File: src/assert_macros.svh
// Assertion macros shared by the tile renderer sources.
// Every macro samples on the rising edge of clock and is disabled while reset is high.
`ifndef ASSERT_MACROS_SVH
`define ASSERT_MACROS_SVH

// Property that must hold at every clock edge.
`define ASSERT_CLK(name, prop, msg) \
   name: assert property (@(posedge clock) disable iff (reset) (prop)) else $error(msg);

// Consequence that must hold in the cycle after the antecedent.
`define ASSERT_NEXT(name, ante, cons, msg) \
   name: assert property (@(posedge clock) disable iff (reset) (ante) |=> (cons)) else $error(msg);

`endif

File: src/snes_ttr_pkg.sv
// Types and constants of the SNES tilemap tile renderer.
// No dependencies; the interfaces, the remainder unit, the top level and the testbench import it.
package snes_ttr_pkg;

   // Opcodes of an input beat.
   localparam logic OP_LOAD = 1'b0;
   localparam logic OP_DRAW = 1'b1;

   // A tilemap word with every bit set marks an empty slot.
   localparam logic [15:0] EMPTY_MAP_WORD = 16'hFFFF;

   // Tile geometry: 8x8 pixels, sheet rows 128 bytes apart.
   localparam int unsigned TILE_W          = 8;
   localparam int unsigned SHEET_ROW_PITCH = 128;
   localparam int unsigned ROW_SKIP        = SHEET_ROW_PITCH - (TILE_W - 1);
   localparam logic [5:0]  LAST_PIXEL      = 6'd63;

   // Width of an operand of the remainder unit.
   localparam int unsigned OPERAND_W = 16;

   typedef enum logic [2:0] {
      ST_IDLE,
      ST_LOAD_MOD,
      ST_SLOT_MOD,
      ST_BASE_MOD,
      ST_DRAW
   } state_type;

   typedef enum logic {
      DIV_SEL_SHEET,
      DIV_SEL_SCREEN
   } div_sel_type;

   typedef struct packed {
      logic                 start;
      div_sel_type          sel;
      logic [OPERAND_W-1:0] operand;
   } mod_req_type;

   typedef struct packed {
      logic                 done;
      logic [OPERAND_W-1:0] value;
   } mod_rsp_type;

endpackage

File: src/snes_ttr_mod_unit.sv
// Shared remainder unit: reduces a 16-bit value modulo one of two constant divisors.
// Reciprocal multiply, back-multiply and one correction; depends on snes_ttr_pkg.
`include "assert_macros.svh"

module snes_ttr_mod_unit import snes_ttr_pkg::*; #(
   parameter int unsigned DIV_SHEET  = 65536,
   parameter int unsigned DIV_SCREEN = 1024
) (
   input  logic        clock,
   input  logic        reset,
   input  mod_req_type mod_req,
   output mod_rsp_type mod_rsp
);

   // floor(2^32 / divisor): the quotient estimate is short by at most one.
   localparam logic [31:0] RECIP_SHEET  = 32'((64'd1 << 32) / DIV_SHEET);
   localparam logic [31:0] RECIP_SCREEN = 32'((64'd1 << 32) / DIV_SCREEN);
   localparam logic [16:0] DIVW_SHEET   = 17'(DIV_SHEET);
   localparam logic [16:0] DIVW_SCREEN  = 17'(DIV_SCREEN);

   logic                 v1_ff, v1_in;
   logic                 v2_ff, v2_in;
   div_sel_type          sel_ff, sel_in;
   logic [OPERAND_W-1:0] a_ff, a_in;
   logic [47:0]          prod_ff, prod_in;
   logic [OPERAND_W-1:0] qd_ff, qd_in;

   logic [31:0]          recip_req;
   logic [16:0]          div_cur;
   logic [OPERAND_W-1:0] quot;
   logic [32:0]          qd_full;
   logic [OPERAND_W-1:0] diff;
   logic [16:0]          value_wide;

   always_comb begin
      unique case (mod_req.sel)
         DIV_SEL_SHEET:  recip_req = RECIP_SHEET;
         DIV_SEL_SCREEN: recip_req = RECIP_SCREEN;
         default:        recip_req = RECIP_SHEET;
      endcase
      unique case (sel_ff)
         DIV_SEL_SHEET:  div_cur = DIVW_SHEET;
         DIV_SEL_SCREEN: div_cur = DIVW_SCREEN;
         default:        div_cur = DIVW_SHEET;
      endcase
   end

   always_comb begin
      v1_in   = mod_req.start;
      v2_in   = v1_ff;
      sel_in  = mod_req.start ? mod_req.sel : sel_ff;
      a_in    = mod_req.start ? mod_req.operand : a_ff;
      prod_in = mod_req.start ? 48'(mod_req.operand) * 48'(recip_req) : prod_ff;
      quot    = prod_ff[47:32];
      qd_full = 33'(quot) * 33'(div_cur);
      qd_in   = v1_ff ? qd_full[OPERAND_W-1:0] : qd_ff;
   end

   // Remainder estimate lies below twice the divisor; one subtract fixes it.
   always_comb begin
      diff = a_ff - qd_ff;
      if ({1'b0, diff} >= div_cur) begin
         mod_rsp.value = diff - div_cur[OPERAND_W-1:0];
      end else begin
         mod_rsp.value = diff;
      end
      mod_rsp.done = v2_ff;
   end

   assign value_wide = {1'b0, mod_rsp.value};

   always_ff @(posedge clock) begin
      if (reset) begin
         v1_ff <= 1'b0;
         v2_ff <= 1'b0;
      end else begin
         v1_ff <= v1_in;
         v2_ff <= v2_in;
      end
   end

   always_ff @(posedge clock) begin
      sel_ff  <= sel_in;
      a_ff    <= a_in;
      prod_ff <= prod_in;
      qd_ff   <= qd_in;
   end

   `ASSERT_CLK(a_rem_below_divisor, mod_rsp.done |-> (value_wide < div_cur), "remainder not below divisor")

endmodule

File: config.mk
export PLATFORM = sky130hd
export DESIGN_NAME = snes_ttr_mod_unit
export DESIGN_NICKNAME = d
export VERILOG_FILES = /design/src/snes_ttr_pkg.sv /design/src/snes_ttr_mod_unit.sv
export VERILOG_INCLUDE_DIRS = /design/src /design/src/src
export SDC_FILE = /design/constraint.sdc
export NUM_CORES = 1
export LEC_CHECK = 0
export BUFFER_PORTS_ARGS = -buffer_cell sky130_fd_sc_hd__buf_2
export CAP_MARGIN = 20
export CORE_ASPECT_RATIO = 2
export CORE_UTILIZATION = 56
export CTS_CLUSTER_DIAMETER = 40
export DETAILED_ROUTE_END_ITERATION = 8
export GPL_TIMING_DRIVEN = 0
export MAX_ROUTING_LAYER = met4
export PLACE_DENSITY = 0.89
export REMOVE_ABC_BUFFERS = 1
export SKIP_LAST_GASP = 1
export SYNTH_ARGS = -nofsm -noshare
export SYNTH_HDL_FRONTEND = slang
export SYNTH_SLANG_ARGS = --single-unit
File: constraint.sdc
create_clock -name clock -period 4 [get_ports clock]
set_clock_uncertainty 0.1 [all_clocks]
set_input_delay 0.2 -clock clock [delete_from_list [all_inputs] [get_ports clock]]
set_output_delay 0.2 -clock clock [all_outputs]
set_load 0.005 [all_outputs]
# Yosys cells after proc, flatten, opt, wreduce, memory -nomap -nowiden
# Index checks and enable logic that the tools add are counted.
totals:
  out_inout_bits: 17
  regBits: 83
  in_bits: 20
classes:
  magnitude_cmp: 1
  n_mul: 2
  addsub: 2
  mux: 3
  bitwise_logic: 2
ops:
  columns: ["cell", "n"]
  rows:
  - ["case mux 32 bit (2 select lines)", 1]
  - ["multiplier 16 x 32 -> 48 bit", 1]
  - ["case mux 17 bit (2 select lines)", 1]
  - ["subtractor 16 bit", 2]
  - ["greater-or-equal comparator 16 x 17 -> 1 bit", 1]
  - ["multiplier 16 x 17 -> 16 bit", 1]
  - ["2-to-1 mux 16 bit", 1]
  - ["inverter 1 bit", 2]

# Depth between registers and ports, before layout
# Gate-level depths: netlist (run 1).
logic_depth:
  depth_word: 4
  depth_mapped: 13
  depth_no_buf: 11

# Worst setup path before layout (run 1)
# OpenSTA, ideal clock, no wires.
synth_path:
  path_type: "in2reg"
  start: "in mod_req[16] (netlist name)"
  end: "reg prod_ff[35] (data pin)"
  required_ns: 3.642
  t_arrival_ns: 2.771
  setup_slack_ns: 0.871
  cell_stages: 13
  path_cell_list: "clkbuf_1 -> clkbuf_1 -> and2_1 -> ha_1 -> ha_1 -> ha_1 -> ha_1 -> o21a_1 -> o21ai_0 -> nor2_1 -> and2_1 -> a21o_1 -> xor2_1"
synth_via:
  elab_chain_cells: 3
synth_rtl:
  columns: ["item", "line", "source"]
  rows:
  - ["from (decl)", "snes_ttr_mod_unit.sv:11", "input mod_req_type mod_req,"]
  - ["inverter 1 bit", "snes_ttr_mod_unit.sv:36", "unique case (mod_req.sel)"]
  - ["case mux 32 bit (2 select lines) (*)", "snes_ttr_mod_unit.sv:36", null]
  - ["multiplier 16 x 32 -> 48 bit (*)", "snes_ttr_mod_unit.sv:53", "prod_in = mod_req.start ? 48'(mod_req.operand) * 48'(recip_req) : prod_ff;"]
  - ["to (signal assigned)", "snes_ttr_mod_unit.sv:85", "prod_ff <= prod_in;"]
  - ["to (decl)", "snes_ttr_mod_unit.sv:25", "logic [47:0] prod_ff, prod_in;"]
# Mark *: on every way between the ends. The rest lies on a longest branch, timed or not. The select of a mux whose other input is x is not followed.
# A chain may end at the register's enable or synchronous reset.

==> run summary, run 1 <==
Yosys Warn Count: 0
Setup WS pre-CTS: 0.834 ns
Clk_lat worst skew: 0.28 ns
Post-Synth XOR/XNOR Area: 4.00%
Pwr dens: 347 nW/um2
Post-DRT Antenna Nets: 0
Reg2Reg Launch Point: sel_ff$_DFFE_PP_
Synth Cell Area: 2190 um2
Worst Min Path Start: mod_req[3]
WL/cell: 13.2 um
Number of synthesized flops with an enable pin: 29
Cell family with most CP delay: simple AND/OR/NAND/NOR gates
CP arrival: 2.61 ns
Global-route usage over all layers: 21.5%
Synth-to-Final Area Change: 13.0%
Number of unique standard cell types used by synthesis: 42
Asr flop ratio synth: 0%
# fillers: 303
F_max: 0.344 GHz
NetSw: 0.241 mW
I/O Buffers: 36
Fin. Hold Viols: 0
Met3 Usage GRT: 1.80%
Sequential-to-total area share from yosys stat: 41.6%
Synth Area in Simple Gates: 15.1%
Post-synthesis compound-gate area fraction: 9.66%
Crit-path slowest cell: ha_1
Final Critical Period: 2.91 ns
Final slew viol count: 0
Multi-input gate area: 1190 um2
Sequential cell area: 911 um2
Largest net degree at the start of global routing: 25
Layout cells sized above 1: 22.2%
GRT overflow: 0
Iteration-0 DRC Markers: 19
Post-CTS Setup Bufs: 0
TNS Setup: 0 ns
Status: complete, no violations
CP Launch Type: flop
DR vias/cell: 5.52
# IOs: 37
Largest family of logic cells by synthesized area: adder cells
Post-synthesis adder-cell area fraction: 20.6%
Nets: 289
Worst path bufs/invs: 1
Maxcap violations: 0
Clock share of power: 26.2%
Root buf cell: clkbuf_8
Die span in y: 90.4 um
R2r setup slk: 2.88 ns
GRT met1 Usage: 19.4%
Ant. Diodes: 0
Routed wire length: 3.74 mm
Worst min-delay path category: primary input to flop
Busiest grt layer: met2
Primary FF master, synth: edfxtp_1
DRC: 0
First-pass GRT wire length: 6.37 mm
Sw Share: 28.0%
TritonCTS Buffers: 5
Die W: 46.2 um
DRT Pass-1 Iters: 4
Final Cycle Share: 72.7%
P_leak: 1.15 nW
Die ar.: 4180 um2
Combinational fraction of design power: 27.2%
Met2 GRT Util: 40.3%
Vias in the first global route: 1531
Most frequent cells in the layout: 36 x ha_1, 36 x buf_2, 29 x edfxtp_1
Crit-path max FO: 6
GPL Wtd Cong: 0.842
Row cnt: 31
Vias: 1562
Initial Utilization: 59.4%
RSZ-0062 raised after global routing: false
Final setup violation count: 0
Antenna violations before repair: 0
Core area: 3680 um2
Measured slew at the worst slew-check pin: 0.505 ns
Post-synthesis mux area share: 4.00%
CP cell instances: ha_1 > o211a_1 > a211oi_1 > or3_1 > and3_4 > a21oi_1 > or2_2 > buf_2
Max Root-Sink Buffers: 2
Post-Syn Area per Cell: 11.1 um2
Int Pwr: 0.619 mW
Clk sinks: 31
TritonCTS clock tree: yes
Synthesized flop and latch total: 31
Sequential share of power: 46.5%
Mapped Cells: 197
Worst ir drop on vdd: 0.306 mV
Total Power: 0.860 mW
Relative slew margins: 66.3%
Worst EP required: 3.70 ns
Post-DP HPWL: 3.01 mm
Htree depth: 2
Final setup margin: 1.09 ns
CP Class: flop to output port
Element type at the critical path end: output port
Reg clk slew, reported paths: 0.06 ns
Critical Path Start: a_ff[10]$_DFFE_PP_
Max incr delay on CP: 0.39 ns
==> cells in the mapped netlist, types with 4 or more instances <==
| master | n | area share, % |
|---|---|---|
| ha_1 | 36 | 21 |
| nand2_1 | 7 | 1.2 |
| clkbuf_1 | 10 | 1.7 |
| and2_1 | 17 | 4.9 |
| xor2_1 | 6 | 2.4 |
| a21o_1 | 4 | 1.4 |
| nor3_1 | 5 | 1.1 |
| edfxtp_1 | 29 | 40 |
| o21ai_0 | 5 | 1.1 |
| buf_4 | 4 | 1.4 |
| nand3_1 | 5 | 1.1 |
| mux2_2 | 6 | 3.1 |
| nor2b_1 | 4 | 1.1 |
| o21a_1 | 4 | 1.4 |
| a21oi_1 | 4 | 0.91 |
| xnor2_1 | 4 | 1.6 |
| inv_1 | 5 | 0.86 |
| nor2_1 | 8 | 1.4 |
==> worst paths after layout <==
kind,end,cells past startpoint
setup / recovery,mod_rsp[13],8
hold / removal,a_ff[3]$_DFFE_PP_,1
setup reg to reg,qd_ff[14]$_DFFE_PP_,1
hold reg to reg,qd_ff[14]$_DFFE_PP_,1
==> layer usage <==
layer / routed length, um / share of wire [%]
met5: 0 / 0
met4: 106 / 2.8
met3: 80 / 2.1
met2: 2240 / 60
met1: 1310 / 35
==> metrics by stage <==
| stage | util, % | cells | hold WS (ns) | area, um2 |
|---|---|---|---|---|
| final | 67.2 | 283 | 0.00995 | 2470 |
| after global routing | 67.2 | 283 | 0.0112 | 2470 |
| after CTS | 67.2 | 283 | 0.00710 | 2470 |
| after detailed placement | 64.2 | 272 | 0.275 | 2360 |
| after global placement | 64.2 | 272 | 0.272 | 2360 |
| after floorplan | - | 187 | 0.172 | 2120 |
==> power by group through the flow <==
| stage | Combinational [mW] | Clock, mW | Sequential [mW] |
|---|---|---|---|
| floorplan | 0.158 | 0 | 0.405 |
| CTS | 0.234 | 0.230 | 0.400 |
| detailed placement | 0.231 | 0 | 0.407 |
| finish | 0.234 | 0.225 | 0.400 |
| global route | 0.269 | 0.240 | 0.403 |
| global placement | 0.224 | 0 | 0.405 |
==> repair_timing <==
item,CTS,global route
hold endpoints to repair,4,0
hold buffers,3,0
resized for setup,0,0
==> state kept, by name, indices dropped and copies added (netlist names) <==
signal,cells
qd_ff,6
a_ff,16
sel_ff,1
prod_ff,6
v1_ff,1
v2_ff,1
==> kinds of logic (layout without fill, tap and decap cells) <==
family	Yosys count	count (layout)
buffers and inverters	21	52
other	1	7
adder cells (fa/ha/maj)	36	36
AND/OR/NAND/NOR	59	59
flip-flops	31	31
AO/OA/AOI/OAI	31	31
XOR/XNOR	10	10
multiplexers	8	8
==> area by class of cell <==
cell class,count,area share (%)
Clock buffer,6,2.93
Inverter,5,0.758
Sequential cell,31,36.8
Multi-Input combinational cell,151,48.2
Clock inverter,2,0.303
Timing Repair Buffer,39,8.49
Tap cell,49,2.48
No activity file was read; power rests on OpenSTA's default activity.
==> inputs of run 2 (changes only) <==
--- a/config.mk
+++ b/config.mk
@@ -6,10 +6,11 @@
 export SDC_FILE = /design/constraint.sdc
 export NUM_CORES = 1
 export LEC_CHECK = 0
+export ABC_AREA = 1
 export BUFFER_PORTS_ARGS = -buffer_cell sky130_fd_sc_hd__buf_2
 export CAP_MARGIN = 20
 export CORE_ASPECT_RATIO = 2
-export CORE_UTILIZATION = 56
+export CORE_UTILIZATION = 57
 export CTS_CLUSTER_DIAMETER = 40
 export DETAILED_ROUTE_END_ITERATION = 8
 export GPL_TIMING_DRIVEN = 0
==> constraint.sdc (replaced) <==
create_clock -name clock -period 2.95 [get_ports clock]
set_clock_uncertainty 0.1 [all_clocks]
set_input_delay 0.1475 -clock clock [delete_from_list [all_inputs] [get_ports clock]]
set_output_delay 0.1475 -clock clock [all_outputs]
set_load 0.005 [all_outputs]
==> run summary, run 2 <==
Worst min-delay path category: primary input to flop
Commonest non-fill, non-tap cell in the layout: nand2_1
First-pass GRT wire length: 9.03 mm
TritonCTS Buffers: 5
Clk_lat worst skew: 0.28 ns
GRT overflow: 0
Top Registers: a_ff: 16 flops, prod_ff: 6 flops, qd_ff: 6 flops
Ant. Diodes: 0
DRT Pass-1 Iters: 4
Worst flop-to-flop path endpoint: qd_ff[11]$_DFFE_PP_
Crit-path max FO: 4
Nets: 379
Most flop-heavy register: a_ff
Asr flop ratio synth: 0%
Hold-critical path endpoint: a_ff[10]$_DFFE_PP_
Largest family of logic cells by synthesized area: simple AND/OR/NAND/NOR gates
Final setup violation count: 0
Synth Cell Area: 2360 um2
Synth top area cells: edfxtp_1 37%, ha_1 19%, nand2_1 9.7%
Sequential cell area: 911 um2
Row cnt: 32
Multi-input gate area: 1250 um2
CP Launch Type: primary input
Primary FF master, synth: edfxtp_1
CP arrival: 2.75 ns
Area leader, netlist: edfxtp_1
Final Cycle Share: 95.7%
Core area: 3920 um2
TritonCTS clock tree: yes
CP Class: primary input to flop
Final slew viol count: 0
Post-synthesis adder-cell area fraction: 19.1%
Post-synthesis mux area share: 1.91%
GPL Wtd Cong: 0.801
Mapped Cells: 273
Post-Synth XOR/XNOR Area: 2.23%
Vias: 2001
Root buf cell: clkbuf_8
Layout Utilization: 72.3%
Post-CTS Setup Bufs: 0
DRC: 0
Post-route cell area: 2840 um2
Element type at the critical path end: flop
Initial Utilization: 60.2%
Clk sinks: 31
# fillers: 302
Yosys top cell area share: 36.9%
Synth Area in Simple Gates: 23.4%
Max FFs per register: 16
Relative slew margins: 64.4%
Post-Syn Area per Cell: 8.65 um2
Global-route usage over all layers: 30.5%
Hold path depth: 1
Number of unique standard cell types used by synthesis: 32
Sequential-to-total area share from yosys stat: 38.6%
Top cells by count, synth: 61 x nand2_1, 40 x inv_1, 36 x ha_1
R2r worst-path depth: 2
DR vias/cell: 5.34
Die ar.: 4420 um2
Reg clk slew, reported paths: 0.07 ns
Largest net degree at the start of global routing: 25
Iteration-0 DRC Markers: 54
Fin. Hold Viols: 0
F_max: 0.354 GHz
Number of synthesized flops with an enable pin: 29
Post-DP HPWL: 3.69 mm
Die span in y: 93.0 um
Final Critical Period: 2.82 ns
Measured slew at the worst slew-check pin: 0.534 ns
Worst EP required: 2.88 ns
Post-synthesis compound-gate area fraction: 5.09%
Reg2Reg Launch Point: sel_ff$_DFFE_PP_
Synth-to-Final Area Change: 20.1%
# IOs: 37
Post-DRT Antenna Nets: 0
R2r setup slk: 1.76 ns
P_leak: 1.51 nW
Routed wire length: 5.45 mm
RSZ-0062 raised after global routing: false
Worst Min Path Start: mod_req[10]
Synthesized flop and latch total: 31
Worst ir drop on vdd: 0.434 mV
Layout cells sized above 1: 19.8%
Count leader, synth: nand2_1
Status: complete, no violations
Max Root-Sink Buffers: 2
Die W: 47.5 um
I/O Buffers: 36
Area of placed instances: 2550 um2
Most frequent cells in the layout: 61 x nand2_1, 40 x inv_1, 36 x ha_1, 36 x buf_2, 29 x edfxtp_1
Htree depth: 2
WL/cell: 14.5 um
Vias in the first global route: 2034
Antenna violations before repair: 0
Yosys Warn Count: 0
Maxcap violations: 0
Pwr dens: 495 nW/um2
==> run 2: cell count changes after synthesis, sizes merged, moves of 6 or more <==
cell   change
nand3     +16
nand2     +63
and2      -18
nor2      +14
a21oi      +6
inv       +35
==> run 2: layer usage <==
| layer | share of wire, % | routed length, um | global-route usage [%] |
|---|---|---|---|
| met1 | 34 | 1840 | 28.7 |
| met2 | 58 | 3150 | 52.9 |
| met3 | 2.9 | 156 | 5.02 |
| met4 | 5.6 | 303 | 18.6 |
| met5 | 0 | 0 | - |
==> run 2: power by group <==
part	leakage (nW)	total (mW)	internal, mW	switching [mW]
Clock	0.0612	0.442	0.273	0.168
Combinational	1.16	0.416	0.169	0.247
Sequential	0.293	0.547	0.526	0.0210
Total	1.51	1.40	0.969	0.436
==> run 2: worst max-delay path by stage <==
| stage | startpoint | to | slack [ns] | cells after the start |
|---|---|---|---|---|
| after floorplan | mod_req[9] | prod_ff[34]$_DFFE_PP_ | 0.52 | 11 |
| after global placement | mod_req[16] | prod_ff[34]$_DFFE_PP_ | 0.01 | 10 |
| after detailed placement | mod_req[16] | prod_ff[34]$_DFFE_PP_ | -0.04 | 10 |
| after CTS | mod_req[13] | prod_ff[34]$_DFFE_PP_ | 0.03 | 11 |
| after global routing | mod_req[13] | prod_ff[34]$_DFFE_PP_ | 0.05 | 11 |
| final | mod_req[13] | prod_ff[34]$_DFFE_PP_ | 0.13 | 11 |
==> run 2: timing repair <==
action / in CTS / in global routing
resized for setup: 0 / 2
hold endpoints to repair: 17 / 0
endpoints found under the setup margin: 0 / 2
hold buffers: 16 / 0
==> run 2: area by class of cell <==
cell class / instances / area share [%]
tap: 51 / 2.25
inverter: 41 / 5.43
timing repair buffer: 52 / 12.0
clock inverter: 2 / 1.24
multi-input combinational: 192 / 44.1
clock buffer: 6 / 2.91
sequential: 31 / 32.1
==> run 2: metrics by stage <==
stage	total power [mW]	worst slack, ns	instances	hold slack (ns)	TNS (ns)
finish	1.40	0.126	375	0.0338	0
floorplan	0.822	0.521	264	0.119	0
detailed placement	0.938	-0.0370	351	0.226	-0.0461
CTS	1.39	0.0254	375	0.00532	0
global placement	0.915	0.0120	351	0.221	0
global route	1.49	0.0461	375	0.0139	0
==> run 2: critical path: stages <==
cell	delay (ns)
dlygate4sd3_1	0.53
buf_2	0.15
mux2_2	0.27
ha_1	0.29
ha_1	0.30
ha_1	0.33
a21oi_1	0.17
o21ai_1	0.11
a21oi_2	0.20
o21bai_1	0.11
xor2_1	0.15
==> run 2: cell families (layout without fill, tap and decap cells) <==
| kind of cell | after synthesis | in the layout |
|---|---|---|
| AND/OR/NAND/NOR | 118 | 118 |
| buffers and inverters | 56 | 101 |
| adder cells (fa/ha/maj) | 36 | 36 |
| flip-flops | 31 | 31 |
| AO/OA/AOI/OAI | 21 | 21 |
| XOR/XNOR | 6 | 6 |
| multiplexers | 4 | 4 |
| other | 1 | 7 |
==> inputs of run 3 (changes only) <==
--- a/config.mk
+++ b/config.mk
@@ -10,7 +10,9 @@
 export BUFFER_PORTS_ARGS = -buffer_cell sky130_fd_sc_hd__buf_2
 export CAP_MARGIN = 20
 export CORE_ASPECT_RATIO = 2
+export CORE_MARGIN = 4
 export CORE_UTILIZATION = 57
+export CTS_BUF_LIST = sky130_fd_sc_hd__clkbuf_4 sky130_fd_sc_hd__clkbuf_8 sky130_fd_sc_hd__clkbuf_16
 export CTS_CLUSTER_DIAMETER = 40
 export DETAILED_ROUTE_END_ITERATION = 8
 export GPL_TIMING_DRIVEN = 0
==> run summary, run 3 (synthesized netlist as in run 2, its figures left out) <==
Status: finished with violations
Nets: 379
GRT overflow: 0
P_leak: 1.50 nW
Post-DP HPWL: 3.73 mm
Post-DRT Antenna Nets: 0
Initial Utilization: 60.2%
Most frequent cells in the layout: 61 x nand2_1, 40 x inv_1, 36 x ha_1, 36 x buf_2, 29 x edfxtp_1
WL/cell: 14.5 um
Vias in the first global route: 2029
Worst EP required: 2.89 ns
Worst min-delay path category: primary input to flop
Row cnt: 32
Die ar.: 5300 um2
TNS Setup: 0 ns
CP arrival: 2.76 ns
Worst ir drop on vdd: 0.379 mV
Final setup violation count: 0
# IOs: 37
CP Launch Type: primary input
Largest net degree at the start of global routing: 25
Relative slew margins: 64.1%
Die W: 53.5 um
Routed wire length: 5.45 mm
TritonCTS Buffers: 5
DR vias/cell: 5.31
Die span in y: 99.0 um
DRC: 0
Htree depth: 2
F_max: 0.354 GHz
Synth-to-Final Area Change: 19.1%
Global-route usage over all layers: 24.0%
Reg clk slew, reported paths: 0.06 ns
Hold path depth: 1
Top Registers: a_ff: 16 flops, prod_ff: 6 flops, qd_ff: 6 flops
R2r worst-path depth: 2
CP Class: primary input to flop
Max FFs per register: 16
Reg2Reg Launch Point: sel_ff$_DFFE_PP_
Root buf cell: clkbuf_8
Fin. Hold Viols: 1
DRT Pass-1 Iters: 4
Worst flop-to-flop path endpoint: qd_ff[11]$_DFFE_PP_
R2r setup slk: 1.74 ns
GPL Wtd Cong: 0.875
Critical Path Start: mod_req[12]
Crit-path max FO: 4
Failing checks: negative hold slack
Hold WS: -0.00431 ns
Vias: 1993
Final Cycle Share: 95.7%
RSZ-0062 raised after global routing: false
Max Root-Sink Buffers: 2
Measured slew at the worst slew-check pin: 0.539 ns
Final Critical Period: 2.82 ns
Core area: 3920 um2
Antenna violations before repair: 0
I/O Buffers: 36
Critical Path Sink: prod_ff[33]$_DFFE_PP_
Pwr dens: 470 nW/um2
Maxcap violations: 0
Layout cells sized above 1: 20.1%
Ant. Diodes: 0
Element type at the critical path end: flop
Clk_lat worst skew: 0.28 ns
TritonCTS clock tree: yes
Commonest non-fill, non-tap cell in the layout: nand2_1
First-pass GRT wire length: 8.98 mm
Most flop-heavy register: a_ff
Clk sinks: 31
Final slew viol count: 0
Iteration-0 DRC Markers: 62
## run 3: final cells by class
type                       instances  area (um2)
timing repair buffer              52         338
tap                               51        63.8
multi-input combinational        192        1250
inverter                          41         154
clock buffer                       7        90.1
sequential                        31         911
fill                             320        1110
clock inverter                     1        5.00
## run 3: report_power, final
group	switching [mW]	leakage, nW	internal (mW)	total (mW)
sequential	0.0206	0.293	0.527	0.547
clock	0.157	0.0517	0.197	0.354
combinational	0.248	1.16	0.173	0.420
## run 3: timing repair
action,CTS,global route
hold buffers,15,0
resized for setup,0,2
buffers inserted,0,1
hold endpoints to repair,16,0
setup endpoints to repair,0,2
## run 3: through the flow
| stage | setup WS, ns | power (mW) | util, % | cell area (um2) | std cells |
|---|---|---|---|---|---|
| 4_1_cts | 0.0997 | 1.30 | 71.4 | 2800 | 374 |
| 2_1_floorplan | 0.521 | 0.822 | - | 2310 | 264 |
| 6_report | 0.126 | 1.32 | 71.7 | 2810 | 375 |
| 3_5_place_dp | -0.0709 | 0.938 | 65.1 | 2550 | 351 |
| 5_1_grt | 0.0526 | 1.40 | 71.7 | 2810 | 375 |
| 3_3_place_gp | 0.0153 | 0.917 | 65.1 | 2550 | 351 |
## run 3: worst min-delay path by stage
stage	startpoint	endpoint	slack [ns]
after floorplan	reset	v1_ff$_SDFF_PP0_	0.12
after global placement	reset	v2_ff$_SDFF_PP0_	0.22
after detailed placement	reset	v2_ff$_SDFF_PP0_	0.22
after CTS	mod_req[10]	a_ff[10]$_DFFE_PP_	0.0004
after global routing	mod_req[14]	a_ff[14]$_DFFE_PP_	0.01
final	mod_req[14]	a_ff[14]$_DFFE_PP_	-0.004
## run 3: worst max-delay path, cell delays in order
cell and delay [ns]:
dlygate4sd3_1 0.54, buf_2 0.16, mux2_2 0.27, ha_1 0.30
ha_1 0.30, ha_1 0.23, a21oi_1 0.15, o21ai_1 0.13
a21oi_2 0.23, inv_1 0.09, a21oi_1 0.15, nor2_1 0.06
## run 3: per-layer routing
metal	GRT usage [%]	part of all wire, %	wire length (um)
met4	15.6	4.8	262
met2	44.0	59	3230
met3	1.66	3.3	181
met1	21.9	32	1770
met5	-	0	0
